--- config.mk ---
export PLATFORM = sky130hd
export DESIGN_NAME = grid_row_difference_decoder_top
export DESIGN_NICKNAME = d
export VERILOG_FILES = /design/src/sv/grdd_pkg.sv /design/src/sv/grid_row_difference_decoder_top.sv
export SDC_FILE = /design/constraint.sdc
export NUM_CORES = 2
export LEC_CHECK = 0
export ABC_AREA = 1
export BUFFER_PORTS_ARGS = -buffer_cell sky130_fd_sc_hd__buf_2
export CAP_MARGIN = 0
export CELL_PAD_IN_SITES_DETAIL_PLACEMENT = 1
export CELL_PAD_IN_SITES_GLOBAL_PLACEMENT = 2
export CORE_ASPECT_RATIO = 1.2
export CORE_MARGIN = 10
export CORE_UTILIZATION = 36
export DETAILED_ROUTE_END_ITERATION = 10
export PLACE_DENSITY = 0.8
export SETUP_SLACK_MARGIN = 0.15
export SKIP_CTS_REPAIR_TIMING = 1
export SYNTH_ARGS = -nofsm -noshare
export SYNTH_HDL_FRONTEND = slang
export SYNTH_SLANG_ARGS = --single-unit
--- constraint.sdc ---
create_clock -name clk -period 10.56 [get_ports clk]
set_input_delay 2.112 -clock clk [delete_from_list [all_inputs] [get_ports clk]]
set_output_delay 2.112 -clock clk [all_outputs]
set_load 0.01 [all_outputs]
--- src/sv/grdd_pkg.sv ---
// Shared types and constants for the grid row difference decoder.
`timescale 1ns / 1ps

package grdd_pkg;

    localparam logic [31:0] UNDEF_VALUE = 32'h7FFF_FFFF;
    localparam logic [15:0] UNDEF_16    = 16'h7FFF;
    localparam logic [7:0]  UNDEF_8     = 8'h7F;

    // Difference orders in a section header.
    localparam logic [1:0] DIF_RAW    = 2'd0;
    localparam logic [1:0] DIF_FIRST  = 2'd1;
    localparam logic [1:0] DIF_SECOND = 2'd2;
    localparam logic [1:0] DIF_BAD    = 2'd3;

    // Register indexes on the configuration port.
    localparam logic [1:0] REG_ROW_FORMAT = 2'd0;
    localparam logic [1:0] REG_COLUMNS    = 2'd1;
    localparam logic [1:0] REG_DIMENSIONS = 2'd2;

    typedef struct packed {
        logic signed [31:0] value;
        logic               is_undefined;
        logic [11:0]        column;
        logic [1:0]         dimension;
        logic [12:0]        run_length;
        logic               status;
        logic               last_of_row;
    } result_t;

endpackage

--- src/sv/grid_row_difference_decoder_top.sv ---
// Grid row decoder: byte stream in, grid values and undefined runs out.
`timescale 1ns / 1ps

// One byte is taken per transaction and is decoded in the cycle it is accepted;
// a byte can produce up to two results, which are held in a three-entry
// result buffer and delivered one per cycle while out_ready is high. A new
// byte is accepted whenever the buffer is empty or is handing over its last
// result, so the rate is one byte per cycle while bytes yield at most one
// result each and out_ready is high. Configuration must only be written
// while the decoder is idle; row_format is sampled on row_start.
module grid_row_difference_decoder_top #(
    parameter int MAX_COLUMNS    = 4096,
    parameter int MAX_DIMENSIONS = 4
) (
    input  logic               clk,
    input  logic               rst_n,
    // configuration port
    input  logic               psel,
    input  logic               penable,
    input  logic               pwrite,
    input  logic [3:0]         paddr,
    input  logic [31:0]        pwdata,
    output logic [31:0]        prdata,
    output logic               pready,
    // input channel
    input  logic               in_valid,
    output logic               in_ready,
    input  logic               row_start,
    input  logic [7:0]         data_byte,
    // output channel
    output logic               out_valid,
    input  logic               out_ready,
    output logic signed [31:0] value,
    output logic               is_undefined,
    output logic [11:0]        column,
    output logic [1:0]         dimension,
    output logic [12:0]        run_length,
    output logic               status,
    output logic               last_of_row
);

    typedef enum logic [3:0] {
        PH_IDLE, PH_PLAIN, PH_HEAD, PH_FIRST, PH_LAST,
        PH_START, PH_SLOPE, PH_VALUES, PH_DONE
    } phase_t;

    logic              row_format_reg;
    logic [12:0]       columns_reg;
    logic [2:0]        dimensions_reg;

    phase_t            phase_reg, phase_next;
    logic [31:0]       gather_reg, gather_next;
    logic [2:0]        count_reg, count_next;
    logic [7:0]        flags_reg, flags_next;
    logic signed [16:0] rlo_reg, rlo_next;
    logic signed [16:0] rhi_reg, rhi_next;
    logic signed [16:0] cnow_reg, cnow_next;
    logic [2:0]        dnow_reg, dnow_next;
    logic [31:0]       acc1_reg, acc1_next;
    logic [31:0]       acc2_reg, acc2_next;

    grdd_pkg::result_t res_reg [3];
    grdd_pkg::result_t res_next [3];
    logic [1:0]        rcnt_reg, rcnt_next;
    logic [1:0]        rhead_reg;
    logic [1:0]        n_res;

    logic              in_fire, out_fire, cfg_write;
    logic signed [16:0] cols;
    logic [3:0]        dims;

    assign pready    = 1'b1;
    assign cfg_write = psel && penable && pwrite && pready;

    always_comb
    begin
        case (paddr[3:2])
            grdd_pkg::REG_ROW_FORMAT: prdata = {31'd0, row_format_reg};
            grdd_pkg::REG_COLUMNS:    prdata = {19'd0, columns_reg};
            grdd_pkg::REG_DIMENSIONS: prdata = {29'd0, dimensions_reg};
            default:                  prdata = 32'd0;
        endcase
    end

    // Live clamps of the geometry registers.
    always_comb
    begin
        if (columns_reg < 13'd4)
            cols = 17'sd4;
        else if ({4'd0, columns_reg} > 17'(MAX_COLUMNS))
            cols = 17'(MAX_COLUMNS);
        else
            cols = signed'({4'd0, columns_reg});
        if (dimensions_reg == 3'd0)
            dims = 4'd1;
        else if ({1'b0, dimensions_reg} > 4'(MAX_DIMENSIONS))
            dims = 4'(MAX_DIMENSIONS);
        else
            dims = {1'b0, dimensions_reg};
    end

    assign in_ready  = (rcnt_reg == 2'd0) || (rcnt_reg == 2'd1 && out_ready);
    assign in_fire   = in_valid && in_ready;
    assign out_valid = (rcnt_reg != 2'd0);
    assign out_fire  = out_valid && out_ready;

    assign value        = res_reg[rhead_reg].value;
    assign is_undefined = res_reg[rhead_reg].is_undefined;
    assign column       = res_reg[rhead_reg].column;
    assign dimension    = res_reg[rhead_reg].dimension;
    assign run_length   = res_reg[rhead_reg].run_length;
    assign status       = res_reg[rhead_reg].status;
    assign last_of_row  = res_reg[rhead_reg].last_of_row;

    // Decode of one accepted byte.
    always_comb
    begin
        logic [31:0]        w;
        logic [3:0]         needed;
        logic [3:0]         cnt_inc;
        logic [1:0]         dif;
        logic [3:0]         width;
        logic signed [16:0] s;
        logic signed [16:0] start;
        logic [31:0]        v;
        logic [3:0]         dplus;
        logic               do_after_range, do_begin, do_end_section;
        logic               do_finish, do_end_row, do_fail;

        phase_next  = phase_reg;
        gather_next = gather_reg;
        count_next  = count_reg;
        flags_next  = flags_reg;
        rlo_next    = rlo_reg;
        rhi_next    = rhi_reg;
        cnow_next   = cnow_reg;
        dnow_next   = dnow_reg;
        acc1_next   = acc1_reg;
        acc2_next   = acc2_reg;
        for (int i = 0; i < 3; i++)
            res_next[i] = res_reg[i];
        n_res = 2'd0;

        w = 32'd0; needed = 4'd2; cnt_inc = 4'd0; dif = 2'd0; width = 4'd0;
        s = 17'sd0; start = 17'sd0; v = 32'd0; dplus = 4'd0;
        do_after_range = 1'b0; do_begin = 1'b0; do_end_section = 1'b0;
        do_finish = 1'b0; do_end_row = 1'b0; do_fail = 1'b0;

        if (row_start)
        begin
            gather_next = 32'd0;
            count_next  = 3'd0;
            flags_next  = 8'd0;
            rlo_next    = 17'sd0;
            rhi_next    = -17'sd1;
            cnow_next   = 17'sd0;
            dnow_next   = 3'd0;
            acc1_next   = 32'd0;
            acc2_next   = 32'd0;
            phase_next  = row_format_reg ? PH_HEAD : PH_PLAIN;
        end

        if (phase_next != PH_IDLE && phase_next != PH_DONE)
        begin
            w = gather_next | ({24'd0, data_byte} << {count_next[1:0], 3'b000});
            cnt_inc = {1'b0, count_next} + 4'd1;
            if (phase_next == PH_START || phase_next == PH_SLOPE)
                needed = 4'd4;
            else if (phase_next == PH_VALUES)
                needed = flags_next[7:4];
            else
                needed = 4'd2;

            if (cnt_inc < needed)
            begin
                gather_next = w;
                count_next  = cnt_inc[2:0];
            end
            else
            begin
                gather_next = 32'd0;
                count_next  = 3'd0;
                dif = flags_next[3:2];
                case (phase_next)
                    PH_PLAIN:
                    begin
                        v = (w[15:0] == grdd_pkg::UNDEF_16) ? grdd_pkg::UNDEF_VALUE
                                                              : {{16{w[15]}}, w[15:0]};
                        res_next[n_res] = '{v, v == grdd_pkg::UNDEF_VALUE,
                                            cnow_next[11:0], dnow_next[1:0], 13'd1,
                                            1'b0, 1'b0};
                        n_res = n_res + 2'd1;
                        dplus = {1'b0, dnow_next} + 4'd1;
                        if (dplus >= dims)
                        begin
                            dnow_next = 3'd0;
                            cnow_next = cnow_next + 17'sd1;
                        end
                        else
                            dnow_next = dplus[2:0];
                        if (cnow_next >= cols)
                            do_end_row = 1'b1;
                    end
                    PH_HEAD:
                    begin
                        dif   = w[3:2];
                        width = w[7:4];
                        if (dif == grdd_pkg::DIF_BAD || w[15:8] != 8'd0 ||
                            (width != 4'd1 && width != 4'd2 && width != 4'd4))
                            do_fail = 1'b1;
                        else if (w[1] && !w[0])
                            do_finish = 1'b1;
                        else
                        begin
                            flags_next = w[7:0];
                            if (w[0])
                                phase_next = PH_FIRST;
                            else
                            begin
                                rlo_next = rhi_next + 17'sd1;
                                rhi_next = cols - 17'sd1;
                                do_after_range = 1'b1;
                            end
                        end
                    end
                    PH_FIRST:
                    begin
                        s = {w[15], w[15:0]};
                        if (s < rhi_next + 17'sd1 || s >= cols)
                            do_fail = 1'b1;
                        else
                        begin
                            rlo_next   = s;
                            phase_next = PH_LAST;
                        end
                    end
                    PH_LAST:
                    begin
                        s = {w[15], w[15:0]};
                        if (s < rlo_next || s >= cols)
                            do_fail = 1'b1;
                        else
                        begin
                            start = rhi_next + 17'sd1;
                            if (rlo_next > start)
                            begin
                                res_next[n_res] = '{grdd_pkg::UNDEF_VALUE, 1'b1,
                                                    start[11:0], dnow_next[1:0],
                                                    13'(rlo_next - start), 1'b0, 1'b0};
                                n_res = n_res + 2'd1;
                            end
                            rhi_next = s;
                            do_after_range = 1'b1;
                        end
                    end
                    PH_START:
                    begin
                        acc1_next = w;
                        if (dif >= grdd_pkg::DIF_SECOND)
                            phase_next = PH_SLOPE;
                        else
                            do_begin = 1'b1;
                    end
                    PH_SLOPE:
                    begin
                        acc2_next = w;
                        do_begin  = 1'b1;
                    end
                    PH_VALUES:
                    begin
                        width = flags_next[7:4];
                        if (dif != grdd_pkg::DIF_RAW && cnow_next == rlo_next)
                            v = acc1_next;
                        else
                        begin
                            if (width == 4'd1)
                                v = (w[7:0] == grdd_pkg::UNDEF_8) ? grdd_pkg::UNDEF_VALUE
                                                                   : {{24{w[7]}}, w[7:0]};
                            else if (width == 4'd2)
                                v = (w[15:0] == grdd_pkg::UNDEF_16) ? grdd_pkg::UNDEF_VALUE
                                                                     : {{16{w[15]}}, w[15:0]};
                            else
                                v = w;
                            // A marker value leaves the accumulators untouched.
                            if (v != grdd_pkg::UNDEF_VALUE)
                            begin
                                if (dif == grdd_pkg::DIF_FIRST)
                                begin
                                    acc1_next = acc1_next + v;
                                    v = acc1_next;
                                end
                                else if (dif == grdd_pkg::DIF_SECOND)
                                begin
                                    acc2_next = acc2_next + v;
                                    acc1_next = acc1_next + acc2_next;
                                    v = acc1_next;
                                end
                            end
                        end
                        res_next[n_res] = '{v, v == grdd_pkg::UNDEF_VALUE,
                                            cnow_next[11:0], dnow_next[1:0], 13'd1,
                                            1'b0, 1'b0};
                        n_res = n_res + 2'd1;
                        cnow_next = cnow_next + 17'sd1;
                        if (cnow_next > rhi_next)
                            do_end_section = 1'b1;
                    end
                    default:
                    begin
                        phase_next = PH_DONE;
                    end
                endcase

                if (do_after_range)
                begin
                    if (flags_next[3:2] != grdd_pkg::DIF_RAW)
                        phase_next = PH_START;
                    else
                        do_begin = 1'b1;
                end
                if (do_begin)
                begin
                    if (rlo_next > rhi_next)
                        do_end_section = 1'b1;
                    else
                    begin
                        cnow_next  = rlo_next;
                        phase_next = PH_VALUES;
                    end
                end
                if (do_end_section)
                begin
                    if (flags_next[1])
                        phase_next = PH_HEAD;
                    else
                        do_finish = 1'b1;
                end
                if (do_finish)
                begin
                    start = rhi_next + 17'sd1;
                    if (start < cols)
                    begin
                        res_next[n_res] = '{grdd_pkg::UNDEF_VALUE, 1'b1, start[11:0],
                                            dnow_next[1:0], 13'(cols - start), 1'b0, 1'b0};
                        n_res = n_res + 2'd1;
                    end
                    dplus = {1'b0, dnow_next} + 4'd1;
                    if (dplus >= dims)
                        do_end_row = 1'b1;
                    else
                    begin
                        dnow_next  = dplus[2:0];
                        rlo_next   = 17'sd0;
                        rhi_next   = -17'sd1;
                        phase_next = PH_HEAD;
                    end
                end
                if (do_fail)
                begin
                    res_next[n_res] = '{32'sd0, 1'b0, 12'd0, dnow_next[1:0], 13'd1,
                                        1'b1, 1'b1};
                    n_res = n_res + 2'd1;
                    phase_next = PH_DONE;
                end
                if (do_end_row)
                begin
                    phase_next = PH_DONE;
                    // A row that ends without any other result gets an end marker.
                    if (n_res == 2'd0)
                    begin
                        res_next[0] = '{grdd_pkg::UNDEF_VALUE, 1'b1, 12'd0,
                                        dnow_next[1:0], 13'd0, 1'b0, 1'b0};
                        n_res = 2'd1;
                    end
                    res_next[n_res - 2'd1].last_of_row = 1'b1;
                end
            end
        end

        if (in_fire)
            rcnt_next = n_res;
        else if (out_fire)
            rcnt_next = rcnt_reg - 2'd1;
        else
            rcnt_next = rcnt_reg;
    end

    always_ff @(posedge clk or negedge rst_n)
    begin
        if (!rst_n)
        begin
            row_format_reg <= 1'b1;
            columns_reg    <= 13'd4096;
            dimensions_reg <= 3'd1;
            phase_reg      <= PH_IDLE;
            gather_reg     <= 32'd0;
            count_reg      <= 3'd0;
            flags_reg      <= 8'd0;
            rlo_reg        <= 17'sd0;
            rhi_reg        <= -17'sd1;
            cnow_reg       <= 17'sd0;
            dnow_reg       <= 3'd0;
            acc1_reg       <= 32'd0;
            acc2_reg       <= 32'd0;
            rcnt_reg       <= 2'd0;
            rhead_reg      <= 2'd0;
        end
        else
        begin
            if (cfg_write)
            begin
                case (paddr[3:2])
                    grdd_pkg::REG_ROW_FORMAT: row_format_reg <= pwdata[0];
                    grdd_pkg::REG_COLUMNS:    columns_reg    <= pwdata[12:0];
                    grdd_pkg::REG_DIMENSIONS: dimensions_reg <= pwdata[2:0];
                    default:                  ;
                endcase
            end
            if (in_fire)
            begin
                phase_reg  <= phase_next;
                gather_reg <= gather_next;
                count_reg  <= count_next;
                flags_reg  <= flags_next;
                rlo_reg    <= rlo_next;
                rhi_reg    <= rhi_next;
                cnow_reg   <= cnow_next;
                dnow_reg   <= dnow_next;
                acc1_reg   <= acc1_next;
                acc2_reg   <= acc2_next;
                rhead_reg  <= 2'd0;
            end
            else if (out_fire)
                rhead_reg <= rhead_reg + 2'd1;
            rcnt_reg <= rcnt_next;
        end
    end

    always_ff @(posedge clk)
    begin
        if (in_fire)
        begin
            for (int i = 0; i < 3; i++)
                res_reg[i] <= res_next[i];
        end
    end

endmodule
==> key figures <==
Outcome
  – Status: complete, no violations

Global routing
  – First-pass GRT wire length: roughly 280,000 um
  – Initial antenna violation count: 0
  – Gr usage total: 31.38%
  – Grt ovf: 0
  – Number of global-route vias before repair: 41,435
  – Pin count of the biggest net entering global routing: 109

Placement
  – Post-DP HPWL: roughly 150,000 um
  – Post-Place Worst Slack: -0.09286 ns
  – IO Port Bufs: 107
  – Placed cell count: 7,046
  – Placement Cell Area: 40,120 um^2
  – GP Congestion: 0.9854

Setup path
  – Max FO, Critical Path: 14
  – Worst path max stage delay: 0.35 ns
  – Crit path top cell by count: inv_1
  – Worst R2R Start: rhi_reg[1]
  – Crit path arrival time: just over 10 ns
  – CP max stage cell: ha_1
  – Worst setup SP type: input port
  – Crit path kind: in -> reg
  – R2R cell count: 50
  – R2R setup slack: a little under 2 ns
  – Launch point of the worst path: row_start
  – CP Data Required Time: 11.08 ns
  – Reg2reg end: res_reg[0][25]
  – Crit end category: flip-flop

Floorplan
  – DIE WIDTH: around 310 um
  – # rows: around 130
  – Die Area: 117,400 um^2
  – Die Ht: 373.4 um
  – Core area: around 100,000 um^2
  – # IOs: 149
  – Initial core utilization: a little over a third

Clock tree
  – Root Driver: clkbuf_16
  – Worst skew pair latency: 0.67 ns
  – CTS Buf Count: 48
  – Sink Count: 371
  – H-tree depth: 2
  – Clk slew on worst S/H paths: roughly 0.070 ns
  – Max clock buf depth: 3
  – CTS tree: done

Timing
  – RSZ-0062 raised after global routing: no
  – Hold WS: about 0.47 ns
  – Final max-slew violation count: 0
  – Worst-margin pin slew: 1.399 ns
  – Rel. slew slack: 6.407%
  – TNS Setup: 0 ns
  – Fin crit period: 9.773 ns
  – Final setup viols: 0
  – Max Clk Rate: 102.3 MHz
  – Final period util: 92.55%
  – Final Hold Vio Count: 0
  – Final Worst Setup Slack: 0.7871 ns
  – Clk_skew: 0.07798 ns

Power
  – Static leakage: 19.76 nW
  – VDD IR max: 0.0001421 V
  – Clock power frac: 15.3%
  – Sw Pwr: 6.869 mW
  – P_int: 5.437 mW
  – Logic pwr share: 66.1%
  – Sw frac: 55.82%
  – Sequential fraction of design power: 18.7%
  – Power per cell area: 293.7 nW/um^2

Synthesis
  – Cell count after synthesis: around 5,600
  – Unique cell type count in the Yosys netlist: 75
  – Seq/Total Area, Yosys: a little over a quarter
  – Syn Area/Cell: around 6.7 um^2
  – #FFs+latches synth: approximately 370
  – Yosys warns: 0
  – Synthesized area: between 30,000 and 40,000 um^2
  – Fraction of registers with async set/reset: 49.87%
  – EDFF count, synth: 186
  – Main synth FF type: edfxtp_1

Min path
  – Hold EP: rhi_reg[5]
  – Worst hold start: rhi_reg[5]
  – Cells on Worst Hold Path: 2
  – HP Class: reg -> reg

Drt
  – Vias per cell: 5.762
  – Residual DRC: 0
  – DR iter-0 viols: 3,116
  – Routed Antenna Nets: 0
  – Vias: 41,140
  – Post-DR wirelength/cell: 26.75 um
  – Drt total wl: approximately 190,000 um
  – Initial DRT Pass Iterations: 7

Layout
  – Final instance area: 41,900 um^2
  – Commonest non-fill, non-tap cell in the layout: nand2_1
  – Share of cells above drive strength 1: 9.861%
  – Most frequent cells in the layout: 1,270 x nand2_1, 701 x inv_1, 567 x nor2_1
  – Nets: 6,029
  – Final cell count without fillers: 7,140
  – Fill count: between 10,000 and 15,000
  – Syn-to-layout area delta: 11.85%

Run
  – Max-cap violation count: 0
## cell type report
class	instances	area, um^2	share of cell area [%]
antenna	5	12.51	0.02986
clock buffer	59	1292	3.085
clock inverter	30	431.7	1.030
inverter	748	2813	6.713
multi-input combinational	4246	23250	55.50
sequential	371	10240	24.45
tap	1375	1720	4.106
timing repair buffer	306	2130	5.083
## logic make-up after synthesis
group / share of synthesized area, %
other cells: 0.02005
compound gates: 24.36
flops: 27.34
buf+inv: 11.03
fa+ha+maj: 8.651
simple gates: 26.08
xor+xnor: 2.525
## synthesized netlist by cell type, drive strengths merged, types with 34 or more instances
library cell,count,area share [%]
xor2,74,1.7
nand4,49,0.82
xnor2,34,0.79
ha,251,8.4
nand3,257,3.6
buf,93,1.7
o221ai,46,1.1
dfrtp,165,11
inv,737,7.4
o21a,43,0.86
clkbuf,182,1.8
edfxtp,186,15
o22ai,74,1.2
a21oi,469,6.3
a22oi,77,1.5
nand2,1305,13
o21ai,557,7.5
nor2,593,6.3
o211ai,77,1.5
nor3,67,0.95
## per-stage QoR
stage / power (mW) / utilization (%)
finish: 12.31 / 40.62
CTS: 12.26 / 40.58
detailed placement: 10.33 / 38.90
floorplan: 6.984 / -
global route: 13.09 / 40.61
global placement: 10.21 / 38.90
## critical path, delay by kind of cell
family / cells / cell delay (ns)
XOR/XNOR: 2 / 0.41
AND/OR/NAND/NOR: 24 / 3.31
buffers and inverters: 10 / 1.08
AO/OA/AOI/OAI: 11 / 2.25
adder cells (fa/ha/maj): 4 / 1.09
## power groups by stage
stage               combinational (mW)  sequential (mW)  clock (mW)
floorplan                         4.81             2.18           0
global placement                  7.91             2.30           0
detailed placement                8.02             2.31           0
CTS                               8.06             2.29        1.91
global route                      8.80             2.34        1.95
finish                            8.13             2.30        1.88
## how the worst max path moves through the flow
stage	cells past startpoint	end	slack (ns)
after detailed placement	52	res_reg[0][25]	-0.09
final	51	res_reg[0][25]	0.79
after CTS	52	res_reg[0][25]	0.54
after floorplan	57	res_reg[0][16]	1.01
after global routing	54	res_reg[0][24]	0.15
after global placement	52	res_reg[0][17]	0.03
## layer usage
metal,GRT usage [%],vias to the layer above,wire length [um]
met5,0,-,0
met4,22.38,0,15900
met3,3.268,443,8426
met2,53.85,1236,91660
met1,36.04,20239,74980
li1,-,19222,-
Power figures use the tool's default switching activity.
